### src/rtl/swb_pkg.sv
// ----------------------------------------------------------------------------
// swb_pkg: shared types and constants of the separable weighted blur
// Holds the command queue entry, the geometry view of the configuration
// and the tap weight function used by the sequencer.
// ----------------------------------------------------------------------------
package swb_pkg;

    // Register indexes of the configuration port.
    localparam logic [2:0] REG_WIDTH   = 3'd0;
    localparam logic [2:0] REG_HEIGHT  = 3'd1;
    localparam logic [2:0] REG_RADIUS  = 3'd2;
    localparam logic [2:0] REG_QUALITY = 3'd3;
    localparam logic [2:0] REG_SHAPE   = 3'd4;
    localparam logic [2:0] REG_DEGRADE = 3'd5;

    // Operation codes of the input item.
    localparam logic OP_LOAD    = 1'b0;
    localparam logic OP_COMPUTE = 1'b1;

    // Kernel shape codes.
    localparam logic [1:0] SHAPE_BOX      = 2'd0;
    localparam logic [1:0] SHAPE_SQ_TENT  = 2'd1;
    localparam logic [1:0] SHAPE_LIN_TENT = 2'd2;

    // Quality codes.
    localparam logic [1:0] QUAL_LOW  = 2'd0;
    localparam logic [1:0] QUAL_STD  = 2'd1;
    localparam logic [1:0] QUAL_HIGH = 2'd2;

    // Radius limits of the low and standard quality levels.
    localparam int LIMIT_LOW = 4;
    localparam int LIMIT_STD = 16;

    // Arithmetic widths: radius below 64, weight up to 64 squared,
    // at most 127 taps per pass.
    localparam int RAD_W = 6;
    localparam int WT_W  = 13;
    localparam int TOT_W = 19;
    localparam int ACC_W = TOT_W + 8;

    // What the back end does with a queued item.
    typedef enum logic [1:0] {
        K_LOAD,
        K_ZERO,
        K_BLUR
    } t_kind;

    typedef struct packed {
        t_kind       kind;
        logic [8:0]  col;
        logic [8:0]  row;
        logic [31:0] pix;
        logic [7:0]  cov;
    } t_cmd;

    // Effective geometry derived from the configuration registers.
    typedef struct packed {
        logic [9:0]       w;
        logic [9:0]       h;
        logic [RAD_W-1:0] radius;
        logic [1:0]       shape;
    } t_cfg;

    // Weight of a tap at distance tap_dist from the center.
    function automatic logic [WT_W-1:0] f_weight(input logic [RAD_W-1:0] radius,
                                                 input logic [RAD_W-1:0] tap_dist,
                                                 input logic [1:0] shape);
        logic [RAD_W:0] v;
        v = {1'b0, radius} + 1'b1 - {1'b0, tap_dist};
        if (shape == SHAPE_BOX || radius == '0) begin
            return WT_W'(1);
        end else if (shape == SHAPE_SQ_TENT) begin
            return WT_W'(v) * WT_W'(v);
        end else begin
            return WT_W'(v);
        end
    endfunction

    // Clamp a signed sample position to 0 .. last.
    function automatic logic [9:0] f_clamp(input logic signed [10:0] p,
                                           input logic [9:0] last);
        if (p < 0) begin
            return 10'd0;
        end else if (p > $signed({1'b0, last})) begin
            return last;
        end else begin
            return p[9:0];
        end
    endfunction

endpackage

### src/rtl/swb_front.sv
// ----------------------------------------------------------------------------
// swb_front: input acceptance, classification and command queue
// Sorts each item into load, zero-coverage or blur work, drops items that
// fall outside the store or the region, and queues the rest.
// ----------------------------------------------------------------------------
module swb_front #(
    parameter int MAX_REGION_WIDTH = 512,
    parameter int MAX_REGION_HEIGHT = 512
) (
    input  logic                 i_clk,
    input  logic                 i_rst_n,
    input  swb_pkg::t_cfg        i_cfg,
    input  logic                 i_valid,
    output logic                 o_stall,
    input  logic                 i_operation,
    input  logic [8:0]           i_column,
    input  logic [8:0]           i_row,
    input  logic [31:0]          i_source_pixel,
    input  logic [7:0]           i_coverage,
    output logic                 o_q_valid,
    output swb_pkg::t_cmd        o_q_cmd,
    input  logic                 i_q_pop
);

    swb_pkg::t_cmd r_q [2];
    logic          r_wp;
    logic          r_rp;
    logic [1:0]    r_cnt;
    swb_pkg::t_cmd w_cmd;
    logic          w_keep;
    logic          w_push;

    // Classification of the incoming item.
    always_comb begin
        w_cmd.col  = i_column;
        w_cmd.row  = i_row;
        w_cmd.pix  = i_source_pixel;
        w_cmd.cov  = i_coverage;
        w_cmd.kind = swb_pkg::K_LOAD;
        w_keep     = 1'b0;
        if (i_operation == swb_pkg::OP_LOAD) begin
            w_keep = (32'(i_column) < MAX_REGION_WIDTH) && (32'(i_row) < MAX_REGION_HEIGHT);
        end else begin
            w_keep     = ({1'b0, i_column} < i_cfg.w) && ({1'b0, i_row} < i_cfg.h);
            w_cmd.kind = (i_coverage == 8'd0) ? swb_pkg::K_ZERO : swb_pkg::K_BLUR;
        end
    end

    assign o_stall   = (r_cnt == 2'd2);
    assign w_push    = i_valid && !o_stall && w_keep;
    assign o_q_valid = (r_cnt != 2'd0);
    assign o_q_cmd   = r_q[r_rp];

    // Two-entry queue toward the back end.
    always_ff @(posedge i_clk) begin
        if (!i_rst_n) begin
            r_wp  <= 1'b0;
            r_rp  <= 1'b0;
            r_cnt <= 2'd0;
        end else begin
            if (w_push) begin
                r_q[r_wp] <= w_cmd;
                r_wp      <= ~r_wp;
            end
            if (i_q_pop) begin
                r_rp <= ~r_rp;
            end
            r_cnt <= r_cnt + 2'(w_push) - 2'(i_q_pop);
        end
    end

endmodule

### config.mk
export PLATFORM = sky130hd
export DESIGN_NAME = swb_front
export DESIGN_NICKNAME = d
export VERILOG_FILES = /design/src/rtl/swb_pkg.sv /design/src/rtl/swb_front.sv
export SDC_FILE = /design/constraint.sdc
export NUM_CORES = 1
export LEC_CHECK = 0
export ABC_AREA = 1
export BUFFER_PORTS_ARGS = -buffer_cell sky130_fd_sc_hd__buf_2
export CORE_ASPECT_RATIO = 0.5
export CORE_MARGIN = 2
export CORE_UTILIZATION = 30
export DETAILED_ROUTE_END_ITERATION = 7
export PLACE_DENSITY = 0.53
export RECOVER_POWER = 100
export SLEW_MARGIN = 40
export SYNTH_ARGS = -nofsm -noshare
export SYNTH_HDL_FRONTEND = slang
export SYNTH_SLANG_ARGS = --single-unit
### constraint.sdc
create_clock -name i_clk -period 13.5 [get_ports i_clk]
set_input_delay 2.7 -clock i_clk [delete_from_list [all_inputs] [get_ports i_clk]]
set_output_delay 2.7 -clock i_clk [all_outputs]
set_load 0.005 [all_outputs]
==> results.txt <==
status = finished, violations left
failing checks = capacitance limit, slew limit
FF-to-FF End = r_q[1][14]
worst slew pin tran = 3016 ps
P&R area growth vs syn = 28.95%
grt ovf = 0
R2R setup slack = 9300 ps
# Post-CTS Setup Buffers = 0
average size of a mapped cell = 16.07 µm²
core area = 0.01652 mm²
post-route ant nets = 0
slew margin rel. = -101.1%
Buf+Inv Stages, Crit Path = 2
yosys warns = 0
CP max stage cell = clkbuf_1
worst vdd ir = 0.08976 mV
Logic pwr share = 9.7%
Tightest Hold Check Type = reg2reg
All-Layer GR Usage = 11.47%
CP Cell Sequence = clkbuf_1, ha_1, a21oi_1, nand2_1, nand2_1, nand2_1, nor2_1, nand2_1, nand2_1, nand2_4, nor2_1, clkbuf_1
clock share of power = 45.2%
Total Power = 0.001018 W
hold buffer count at CTS = 0
RSZ-0062 raised after global routing = false
sequential cell area fraction in the yosys report = 72.69%
DR WL/cell = 14.16 µm
Worst-Skew Late Latency = 400 ps
htree depth = 4
ANT cells = 0
required time of the worst setup path = 13450 ps
row cnt = 33
Setup CP Type = in2reg
max cap viols = 3
# setup viols final = 0
post-synth cell types = 18
CP Data Arrival Time = 6860 ps
Die Footprint = 0.01811 mm²
Fin Setup TNS = 0 ps
crit path launch type = input pin
CP max stage delay = 2200 ps
vias per cell = 4.147
Syn Nets = 426
CTS root buffer = clkbuf_16
post-route minimum period = 6908 ps
# DRC = 0
Slew Limit Fails = 131
total I/O pin count = 153
type of destination of the critical path = register
FF-to-FF Start = r_cnt[1]
cell depth of the worst setup path = 12
post-layout net count = 585
Vias = 2969
sequential share of power = 45.1%
clk buf depth = 2
CP endpoint = r_q[1][14]
cts repair resizes = 0
WL final = 10140 µm
switching fraction of total power = 23.73%
leak pwr = 2.489 nW
Clock Sinks = 125
Die W = 188.3 µm
clk slew on worst S/H paths = 60 ps
Syn Std Cell Area = 0.005095 mm²
Fin. Hold Viols = 0
share of cells above drive strength 1 = 32.52%
Sw Pwr = 0.0002415 W
skew final = 6.785 ps
PwrDens = 154.9 mW/mm²
GP Congestion = 0.6901
largest net degree at the start of global routing = 51
DR iter-0 viols = 120
Final HPWL DP = 6787 µm
Top delay family on crit path = buffers and inverters
internal power = 0.0007765 W
CTS tree = done
vias in the first global route = 2975
CP startpoint = i_column[5]
Max Freq = 0.1448 GHz
starting density of the core = 30.85%
Port Buf Inserts = 144
die height = 96.15 µm
fin crit share = 51.17%
Post-Syn Instances = 317
first-pass GRT wire length = 15280 µm
worst-path fanout max = 50
R2R cell count = 6
Num CTS Buffers = 17
Initial DRT Pass Iterations = 4
#FFs+latches synth = 125
CP most frequent cell = nand2_1
initial antenna violation count = 0
## placed cells by master, fill, tap and decap left out, drive strengths merged
| master | n |
|---|---|
| nand2 | 33 |
| edfxtp | 120 |
| nand4 | 1 |
| clkinv | 4 |
| o21ai | 1 |
| a21oi | 7 |
| dfxtp | 5 |
| ha | 18 |
| inv | 47 |
| xnor2 | 2 |
| nor2 | 21 |
| mux2 | 60 |
| nor4 | 1 |
| or2 | 1 |
| clkbuf | 103 |
| buf | 61 |
| clkinvlp | 1 |
| nand3 | 1 |
| bufinv | 2 |
## Yosys cell counts, drive strengths merged
cell / count / area (µm²)
mux2: 60 / 675.7
nor2: 21 / 88.83
inv: 39 / 146.4
a21oi: 7 / 35.03
xnor2: 2 / 17.52
edfxtp: 120 / 3603
ha: 18 / 225.2
nand4: 1 / 6.260
o21ai: 1 / 5.000
buf: 7 / 35.03
nor4: 1 / 6.260
dfxtp: 5 / 100.1
or2: 1 / 6.260
nand2: 33 / 138.9
nand3: 1 / 5.000
## logic make-up (layout without fill, tap and decap cells)
logic type               after synthesis  after routing  share of synthesized area [%]
AO/OA/AOI/OAI                          8              8                         0.7857
XOR/XNOR                               2              2                         0.3439
adder cells (fa/ha/maj)               18             18                          4.421
buffers and inverters                 46            218                          3.561
flip-flops                           125            125                          72.69
multiplexers                          60             60                          13.26
AND/OR/NAND/NOR                       58             58                          4.936
## how the worst min path moves through the flow
stage / end / slack [ps] / cells past startpoint / startpoint
global placement: r_cnt[1] / 470 / 2 / r_cnt[1]
CTS: r_cnt[1] / 490 / 2 / r_cnt[1]
floorplan: r_cnt[1] / 450 / 2 / r_cnt[1]
finish: r_cnt[1] / 490 / 2 / r_cnt[1]
detailed placement: r_cnt[1] / 480 / 2 / r_cnt[1]
global route: r_cnt[1] / 530 / 2 / r_cnt[1]
## metal layers
metal	up-vias	track usage (%)	routed length, µm
li1	1456	-	-
met1	1444	12.96	4338
met2	58	20.73	5316
met3	11	3.427	366
met4	0	4.753	119
met5	-	0	0
## worst reg2reg max path: cells and delay by family, from the launching register on
| kind | cells | cell delay, ps |
|---|---|---|
| buf+inv | 2 | 2280 |
| flops | 1 | 310 |
| simple gates | 4 | 1130 |
## registers in the layout, indices dropped and copies added, names as in the netlist, named ones only
register	count
r_cnt	2
r_rp	1
r_q	120
r_wp	1
## cell type report
class	count	area, µm²
fill	1614	9946
sequential	125	3704
multi-input combinational	146	1207
timing repair buffer	147	628.1
clock buffer	17	425.4
tap	227	284.0
clock inverter	15	175.2
inverter	39	146.4
## metrics by stage
| stage | hold slack (ps) | std cells | utilization, % | worst slack [ps] | area (µm²) |
|---|---|---|---|---|---|
| 2_1_floorplan | 454.3 | 317 | - | 6932 | 5095 |
| 3_3_place_gp | 468.2 | 684 | 36.91 | 8132 | 6096 |
| 3_5_place_dp | 476.0 | 684 | 36.91 | 8122 | 6096 |
| 4_1_cts | 487.1 | 716 | 40.55 | 8416 | 6696 |
| 5_1_grt | 530.4 | 716 | 39.78 | 6012 | 6570 |
| 6_report | 487.0 | 716 | 39.78 | 6592 | 6570 |
## power groups by stage
stage	Clock, W	Sequential [W]	Combinational, W
after floorplan	0	0.000464	0.0000599
after global placement	0	0.000466	0.000106
after detailed placement	0	0.000467	0.000107
after CTS	0.000475	0.000459	0.000107
after global routing	0.000492	0.000462	0.000112
final	0.000460	0.000459	0.0000983
No activity file was read; power rests on OpenSTA's default activity.
